--- config.mk ---
export PLATFORM = sky130hd
export DESIGN_NAME = cfsau_div_cell
export DESIGN_NICKNAME = d
export VERILOG_FILES = /design/src/hdl/cfsau_pkg.sv /design/src/hdl/cfsau_div_cell.sv
export SDC_FILE = /design/constraint.sdc
export NUM_CORES = 1
export LEC_CHECK = 0
export BUFFER_PORTS_ARGS = -buffer_cell sky130_fd_sc_hd__clkbuf_2
export CAP_MARGIN = 10
export CORE_MARGIN = 5
export CORE_UTILIZATION = 25
export CTS_CLUSTER_DIAMETER = 80
export DETAILED_ROUTE_END_ITERATION = 10
export PLACE_DENSITY_LB_ADDON = 0.08
export REMOVE_ABC_BUFFERS = 1
export SETUP_SLACK_MARGIN = 0.05
export SLEW_MARGIN = 5
export SYNTH_ARGS = -nofsm -noshare
export SYNTH_HDL_FRONTEND = slang
export SYNTH_SLANG_ARGS = --single-unit
export TNS_END_PERCENT = 100
--- constraint.sdc ---
create_clock -name i_clk -period 1.8 [get_ports i_clk]
set_input_delay 0.09 -clock i_clk [delete_from_list [all_inputs] [get_ports i_clk]]
set_output_delay 0.09 -clock i_clk [all_outputs]
set_load 0.1 [all_outputs]
--- src/hdl/cfsau_pkg.sv ---
// ----------------------------------------------------------------------------
// cfsau_pkg
// types, codes and tables of the cube face source address unit
// ----------------------------------------------------------------------------
`default_nettype none
package cfsau_pkg;

    localparam int DIV_BITS = 28;
    localparam int ATAN_ENTRIES = 24;

    localparam logic [2:0] CFG_FACE_COLS = 3'd0;
    localparam logic [2:0] CFG_FACE_ROWS = 3'd1;
    localparam logic [2:0] CFG_HALF_FOV_TAN = 3'd2;
    localparam logic [2:0] CFG_SRC_COLS = 3'd3;
    localparam logic [2:0] CFG_SRC_ROWS = 3'd4;

    localparam logic [2:0] FACE_FRONT = 3'd0;
    localparam logic [2:0] FACE_RIGHT = 3'd1;
    localparam logic [2:0] FACE_BACK = 3'd2;
    localparam logic [2:0] FACE_LEFT = 3'd3;
    localparam logic [2:0] FACE_TOP = 3'd4;
    localparam logic [2:0] FACE_BOTTOM = 3'd5;

    localparam logic [31:0] ATAN_TURNS [ATAN_ENTRIES] = '{
        32'h20000000, 32'h12E4051D, 32'h09FB385B, 32'h051111D4, 32'h028B0D43,
        32'h0145D7E1, 32'h00A2F61E, 32'h00517C55, 32'h0028BE53, 32'h00145F2E,
        32'h000A2F98, 32'h000517CC, 32'h00028BE6, 32'h000145F3, 32'h0000A2F9,
        32'h0000517C, 32'h000028BE, 32'h0000145F, 32'h00000A2F, 32'h00000517,
        32'h0000028B, 32'h00000145, 32'h000000A2, 32'h00000051
    };

    typedef struct packed {
        logic                neg;
        logic [11:0]         rem;
        logic [DIV_BITS-1:0] num;
        logic [DIV_BITS-1:0] quo;
    } t_div_lane;

    typedef struct packed {
        logic                  valid;
        logic [2:0]            face;
        t_div_lane [1:0]       lane;
    } t_div_pipe;

    typedef struct packed {
        logic               valid;
        logic               zflag;
        logic signed [31:0] x;
        logic signed [31:0] y;
        logic [31:0]        z;
        logic [31:0]        aux;
    } t_cordic_pipe;

endpackage
`default_nettype wire

--- src/hdl/cfsau_div_cell.sv ---
// ----------------------------------------------------------------------------
// cfsau_div_cell
// one restoring division step for the column and row lanes
// ----------------------------------------------------------------------------
`default_nettype none
module cfsau_div_cell
    import cfsau_pkg::*;
(
    input  wire logic             i_clk,
    input  wire logic             i_rst_n,
    input  wire logic             i_en,
    input  wire logic [1:0][11:0] i_div,
    input  wire t_div_pipe        i_pipe,
    output t_div_pipe             o_pipe
);

    t_div_pipe n_pipe;
    t_div_pipe r_pipe;

    always_comb begin
        logic [12:0] t;
        n_pipe = i_pipe;
        for (int l = 0; l < 2; l++) begin
            t = {i_pipe.lane[l].rem, i_pipe.lane[l].num[DIV_BITS-1]};
            n_pipe.lane[l].num = {i_pipe.lane[l].num[DIV_BITS-2:0], 1'b0};
            if (t >= {1'b0, i_div[l]}) begin
                n_pipe.lane[l].rem = 12'(t - {1'b0, i_div[l]});
                n_pipe.lane[l].quo = {i_pipe.lane[l].quo[DIV_BITS-2:0], 1'b1};
            end else begin
                n_pipe.lane[l].rem = t[11:0];
                n_pipe.lane[l].quo = {i_pipe.lane[l].quo[DIV_BITS-2:0], 1'b0};
            end
        end
    end

    always_ff @(posedge i_clk) begin
        if (!i_rst_n) begin
            r_pipe <= '0;
        end else if (i_en) begin
            r_pipe <= n_pipe;
        end
    end

    assign o_pipe = r_pipe;

endmodule
`default_nettype wire

# Word level (Yosys, flattened, before mapping)
# Index checks and enable logic that the tools add are counted.
[totals]
regBits = 140
latch_bits = 0
ram_bits = 0
rom_bits = 0
input_bits = 169
output_inout_bits = 142
word_cells = 18
mem_count = 0
[classes]
addsub = 2
mul = 0
n_div = 0
magnitude_cmp = 2
n_eq_ne = 0
shift = 0
mux = 4
bitwise_logic = 0
n_reduce_logical = 0
[ops]
columns = ["cell", "n"]
rows = [
  ["13-bit by 12-bit greater-or-equal comparator with 1-bit output", 2],
  ["12-bit two-way mux", 2],
  ["12-bit subtractor", 2],
  ["1-bit two-way mux", 2],
]

# Logic depth before layout (Yosys ltp)
# Gate-level depths: netlist (run 1).
[depth]
ltp_word = 2
depth_mapped = 10
ltp_nobuf = 9

# Worst setup path before layout (run 1)
# No wires, ideal clock.
[synth_timing]
path_type = "input -> register"
startpoint = "input i_pipe[124] (netlist name)"
endpoint = "register r_pipe (netlist bit o_pipe[135])"
t_arrival_ns = 1.856
setup_slack_ns = -0.126
stages = 9
cell_sequence = "inv_1 > ha_1 > fa_1 > nor2b_1 > o31a_1 > o21ai_1 > and4b_1 > or4_1 > o21ai_1"
[synth_via]
elab_chain_cells = 2
elab_cells_between_ends = 3
[synth_lines]
columns = ["element", "line_no", "source"]
rows = [
  ["start: declaration", "cfsau_div_cell.sv:13", "input wire t_div_pipe i_pipe,"],
  ["12-bit subtractor or 13-bit by 12-bit greater-or-equal comparator with 1-bit output (tied branches)", "cfsau_div_cell.sv:27, cfsau_div_cell.sv:26", ""],
  ["12-bit two-way mux (*)", "cfsau_div_cell.sv:26", "if (t >= {1'b0, i_div[l]}) begin"],
  ["end signal: assignment", "cfsau_div_cell.sv:40", "r_pipe <= n_pipe;"],
  ["end: declaration", "cfsau_div_cell.sv:18", "t_div_pipe r_pipe;"],
]
# Mark *: on every way between the ends. The rest lies on a longest branch, timed or not.
# A chain may end at the register's enable or synchronous reset.

# Worst setup path after layout (run 1)
# Same ends and word-level chain as after synthesis.

==> impl_metrics.py, run 1 <==
metrics = {
    "global_route": {
        "grt_overflow_total": 0,
        "antenna_found_initial": 0,
        "grt_pass1_wl_um": 35950,
        "grt_max_degree": 53,
        "grt_pass1_vias": 6937,
        "grt_usage": 0.1446,
    },
    "sta": {
        "fin_skew_ps": 0,
        "max_freq_ghz": 0.6137,
        "setup_viol": 0,
        "setup_slack_ps": 170.5,
        "finalSetupTns_ps": 0,
        "hold_viol": 0,
        "finalHoldWorstSlack_ps": 31.26,
        "tightest_slew_ps": 584.1,
        "finalCritPeriodShare": 0.9053,
        "slew_violations": 0,
        "maxSlewHeadroom": 0.6123,
        "rsz0062_at_grt": "false",
        "fin_crit_ps": 1629,
    },
    "finish": {
        "final_cell_mix": "clkbuf_2, dfxtp_1, mux2i_1, nor2b_1, dlygate4sd3_1",
        "layout.nets": 1383,
        "largest_reg_flops": 140,
        "drive_gt1_frac": 0.3739,
        "syn2layout_area_growth_pct": 64.64,
        "n_antenna_cell": 0,
        "final_common_cell": "clkbuf_2",
        "final_area_um2": 11070,
    },
    "power": {
        "p_per_area_nw_per_um2": 937.3,
        "p_total_mw": 10.37,
        "internal_power_mw": 6.334,
        "power_frac_seq": 0.329,
        "p_leak_nw": 5.511,
        "p_clk_frac": 0.343,
        "p_sw_mw": 4.039,
        "swShare": 0.3894,
        "p_comb_frac": 0.328,
        "vdd_drop_max_v": 0.0005222,
    },
    "floorplanning": {
        "fp.dieH_um": 174.0,
        "io_pins": 311,
        "die_w_um": 174.0,
        "rows": 60,
        "die_area_um2": 30270,
        "core-area_um2": 26730,
        "start_util": 0.2515,
    },
    "critical_path": {
        "path_common_cell": "o21ai_1",
        "reg2reg_depth": 3,
        "crit_fanout": 2,
        "critPathSlowestCell": "or4_1",
        "crit_required_ps": 2150,
        "start_kind": "input port",
        "worstPathArrival_ps": 1980,
        "crit_chain": "clkbuf_2 -> inv_1 -> ha_1 -> fa_2 -> nor2b_1 -> o31a_1 -> o21ai_1 -> and4b_1 -> or4_1 -> o21ai_1",
        "r2r_slack_ps": 980,
        "regToRegStartpoint": "o_pipe[133]",
        "crit_type": "input port to flip-flop",
        "end_kind": "flip-flop",
        "worstReg2RegEnd": "o_pipe[133]",
        "critical_path.max_stage_delay_ps": 500,
    },
    "synth": {
        "synth_cell_type_count": 61,
        "yosys_warnings": 0,
        "async_flop_share": 0,
        "synth_cells": 686,
        "synthesis.area_um2": 6723,
        "synth_edf_count": 0,
        "synth_ff_type": "dfxtp_1",
        "yosysSeqAreaShare": 0.4169,
        "synth-seq-cells": 140,
        "avgSynthCellArea_um2": 9.800,
    },
    "detailed_routing": {
        "drtIter0Drc": 132,
        "via_per_inst": 4.193,
        "drc_errors": 0,
        "ant_nets": 0,
        "via_count": 6466,
        "first_pass_iters": 4,
        "avgRoutedWirePerCell_um": 14.39,
        "routed_wl_um": 22190,
    },
    "place": {
        "pre_cts_ws_ps": -313.5,
        "portBuffers": 306,
        "hpwl_um": 16550,
        "dpl_cell_area_um2": 9274,
        "place_congestion": 0.7500,
    },
    "min_path": {
        "hold_start": "i_pipe[124]",
        "hp-class": "input port to flip-flop",
        "worstHoldPathCells": 4,
        "holdPathEnd": "o_pipe[125]",
    },
    "clock_tree": {
        "cts_tree": "done",
        "clockBufferDepth": 2,
        "clk_pin_slew_ps": 70,
        "numCtsBuffers": 17,
        "cts_setup_buffers": 0,
        "clk_latency_ps": 410,
        "cts_sinks": 140,
        "htreeDepth": 4,
        "cts_root_buf": "clkbuf_16",
    },
    "run": {
        "maxCapViolations": 0,
    },
    "outcome": {
        "outcome": "finished, final reports clean",
    },
}
## power groups by stage
stage	clock network, mW	logic, mW	registers [mW]
2_1_floorplan	0	0.757	4.98
3_3_place_gp	0	3.22	3.48
3_5_place_dp	0	3.21	3.48
4_1_cts	3.71	3.43	3.41
5_1_grt	3.83	3.61	3.44
6_report	3.56	3.40	3.41
## per-layer routing
| layer | routed length (µm) | global-route usage |
|---|---|---|
| met1 | 9302 | 0.1674 |
| met3 | 1556 | 0.04915 |
| met4 | 157 | 0.03101 |
| met2 | 11170 | 0.2588 |
| met5 | 0 | 0 |
## final cells by class
class	count	area [µm²]
Fill cell	2722	15660
Clock buffer	18	429.2
Multi-Input combinational cell	473	3621
Timing Repair Buffer	524	3520
Clock inverter	14	148.9
Tap cell	341	426.7
Inverter	32	120.1
Sequential cell	140	2803
## synthesized netlist by cell type, drive strengths merged (3+ instances only)
cell    instances  area (µm²)
a211o           3       26.28
a21boi          4       30.03
a21o            5       37.54
a21oi          26       133.9
a31oi          13       81.33
a41oi           4       35.03
and3            3       23.77
buf            21       108.9
clkbuf         21       78.83
dfxtp         140        2803
ha             24       300.3
inv            32       120.1
mux2i         121        1211
nand2          20       75.07
nand2b          4       25.02
nand3           5       35.03
nand3b          5       37.54
nand4           5       46.29
nor2           17       73.82
nor2b         121       757.0
nor3            5       25.02
o211ai          5       37.54
o21a            5       37.54
o21ai          32       163.9
or2             5       31.28
or3             3       18.77
xnor2           5       43.79
xor2            4       35.03
## metrics by stage
| stage | std cells | util |
|---|---|---|
| 6_report | 1542 | 0.4141 |
| 3_5_place_dp | 1389 | 0.3470 |
| 2_1_floorplan | 645 | - |
| 5_1_grt | 1542 | 0.4141 |
| 3_3_place_gp | 1389 | 0.3470 |
| 4_1_cts | 1542 | 0.4140 |
## worst max-delay path, delay by kind of cell
family,cells,cell delay [ps]
AOI/OAI and AO/OA,3,400
buffers and inverters,2,130
and+or+nand+nor,3,830
adders and majority gates,2,550
## kinds of logic (layout without fill, tap and decap cells)
kind of cell             after synthesis  count (layout)  synth area share
AND/OR/NAND/NOR                      200             200            0.1798
flip-flops                           140             140            0.4169
multiplexers                         121             121            0.1802
AO/OA/AOI/OAI                        115             115            0.1145
buffers and inverters                 74             588           0.04579
adder cells (fa/ha/maj)               26              26           0.05062
XOR/XNOR                               9               9           0.01172
other                                  1               2         0.0005578
## worst max path at each step
stage / from / to / slack [ps] / cells after the start
after detailed placement: i_pipe[124] / o_pipe[135] / -310 / 10
after floorplan: i_pipe[124] / o_pipe[135] / -130 / 9
after global routing: i_pipe[124] / o_pipe[135] / 60 / 10
after global placement: i_pipe[124] / o_pipe[135] / -300 / 10
after CTS: i_pipe[124] / o_pipe[135] / 130 / 10
final: i_pipe[124] / o_pipe[135] / 170 / 10
## what timing repair did
item,4_1_cts,5_1_grt
gates resized for setup,0,2
hold buffers,121,0
hold endpoints to repair,121,0
setup endpoints to repair,0,5
Power figures use the tool's default switching activity.
==> inputs of run 2 (changes only) <==
CELL_PAD_IN_SITES_DETAIL_PLACEMENT = 1   (was unset)
CELL_PAD_IN_SITES_GLOBAL_PLACEMENT = 1   (was unset)
==> run 2 against run 1 <==
  * Routed wire length rose by 9.2%
  * Clock skew did not move
  * Non-clock buffer count rose by 7
  * Final cell count rose by 0.52%
  * Die area did not move
  * Fmax barely moved
  * Critical path type unchanged
  * Critical endpoint is now o_pipe[130]
  * Largest cell class is now non-clock buffers
==> impl_metrics.py, run 2 (synthesis gave the netlist of run 1 again) <==
metrics = {
    "global_route": {
        "grt_pass1_wl_um": 39050,
        "grt_usage": 0.1586,
        "grt_pass1_vias": 7337,
        "grt_overflow_total": 0,
        "grtUsageMet3": 0.04176,
        "busiest_layer": "met2",
        "use_met1": 0.1876,
        "antenna_found_initial": 1,
        "grt_max_degree": 45,
        "met2_usage": 0.2784,
    },
    "critical_path": {
        "path_common_cell": "a21oi_1",
        "crit_required_ps": 2100,
        "critPathSlowestCell": "a2111o_1",
        "worstPathArrival_ps": 1930,
        "start_kind": "input port",
        "path_delay_family": "compound AO/OA/AOI/OAI gates",
        "crit_fanout": 8,
        "end_kind": "flip-flop",
        "crit_chain": "clkbuf_2 -> inv_1 -> ha_1 -> a21oi_1 -> o21ai_1 -> a2111o_1 -> or2_1 -> buf_12 -> mux2i_1 -> a21oi_1",
        "crit_buf_inv": 3,
        "critical_path.max_stage_delay_ps": 480,
        "crit_type": "input port to flip-flop",
    },
    "sta": {
        "setup_viol": 0,
        "fin_crit_ps": 1628,
        "max_freq_ghz": 0.6142,
        "slew_violations": 0,
        "setup_slack_ps": 172.0,
        "finalCritPeriodShare": 0.9045,
        "maxSlewHeadroom": 0.6107,
        "hold_viol": 0,
        "tightest_slew_ps": 586.4,
        "rsz0062_at_grt": "false",
        "fin_skew_ps": 0,
        "finalHoldWorstSlack_ps": 38.98,
    },
    "detailed_routing": {
        "ant_nets": 0,
        "via_count": 6670,
        "routed_wl_um": 24230,
        "via_per_inst": 4.303,
        "drtIter0Drc": 147,
        "first_pass_iters": 4,
        "avgRoutedWirePerCell_um": 15.63,
        "drc_errors": 0,
    },
    "floorplanning": {
        "fp.dieH_um": 174.0,
        "start_util": 0.2515,
        "io_pins": 311,
        "core-area_um2": 26730,
        "die_area_um2": 30270,
        "rows": 60,
        "die_w_um": 174.0,
    },
    "clock_tree": {
        "clk_latency_ps": 400,
        "cts_root_buf": "clkbuf_16",
        "numCtsBuffers": 17,
        "cts_sinks": 140,
        "htreeDepth": 4,
        "clockBufferDepth": 2,
        "clk_pin_slew_ps": 70,
        "cts_tree": "done",
        "cts_setup_buffers": 0,
    },
    "finish": {
        "final_common_cell": "clkbuf_2",
        "fill_cells": 3111,
        "largest_reg_flops": 140,
        "layout.nets": 1390,
        "final_area_um2": 11160,
        "drive_gt1_frac": 0.3750,
        "final_cell_mix": "clkbuf_2, dfxtp_1, dlygate4sd3_1",
        "syn2layout_area_growth_pct": 66.05,
    },
    "place": {
        "dpl_cell_area_um2": 9354,
        "hpwl_um": 18110,
        "portBuffers": 306,
        "place_congestion": 0.7458,
        "pre_cts_ws_ps": -330.7,
    },
    "power": {
        "p_per_area_nw_per_um2": 922.2,
        "p_leak_nw": 5.550,
        "vdd_drop_max_v": 0.0004943,
        "p_total_mw": 10.29,
    },
    "outcome": {
        "outcome": "finished, final reports clean",
    },
    "min_path": {
        "hp-class": "input port to flip-flop",
    },
    "run": {
        "maxCapViolations": 0,
    },
}
## run 2: changes by cell type in the layout (fill, tap and decap cells not counted), sizes merged
cell         previous run  this run
dlygate4sd3           121       124
buf                    98       102
clkinvlp                2         3
bufinv                  1         0
diode                   0         1
## run 2: report_power, final
part	internal [mW]	leakage [nW]	total (mW)	switching, mW
sequential	3.31	1.16	3.41	0.106
combinational	1.09	4.13	3.46	2.37
clock	1.82	0.265	3.42	1.60
total	6.22	5.55	10.3	4.07
## run 2: worst reg2reg max path: stages, from the launching register on
cell	delay [ps]
dfxtp_1	340
nand2_1	60
nor2_1	40
a41oi_1	250
o21ai_1	100
## run 2: worst paths after layout
kind	slack, ps	endpoint	cells past startpoint	startpoint
worst max-delay path	170	o_pipe[130]	10	i_div[18]
worst min-delay path	40	o_pipe[64]	4	i_pipe[63]
worst max register to register	890	o_pipe[135]	4	o_pipe[135]
worst min register to register	480	o_pipe[0]	1	o_pipe[0]
## run 2: metrics by stage
step,setup TNS [ps],util,instances
after floorplan,-293.7,-,645
after global placement,-3762,0.3500,1393
after detailed placement,-4587,0.3500,1393
after CTS,0,0.4172,1549
after global routing,0,0.4177,1550
final,0,0.4177,1550
## run 2: what timing repair did
action | in CTS | in global routing
hold buffers | 124 | 0
resized for setup | 0 | 3
setup endpoints to repair | 0 | 2
hold endpoints to repair | 124 | 0
## run 2: per-layer routing
layer  vias up  share of wire  wire (µm)
li1       3398              -          -
met1      3065           0.43      10430
met2       176           0.49      11940
met3        31          0.051       1235
met4         0          0.026        627
met5         -              0          0
## run 2: area by class of cell
cell class,count,area (µm²),share of cell area
tap,341,426.7,0.03822
inverter,32,120.1,0.01076
antenna,1,2.502,0.0002242
clock inverter,14,126.4,0.01132
multi-input combinational,473,3626,0.3248
timing repair buffer,531,3630,0.3252
sequential,140,2803,0.2511
clock buffer,18,429.2,0.03844
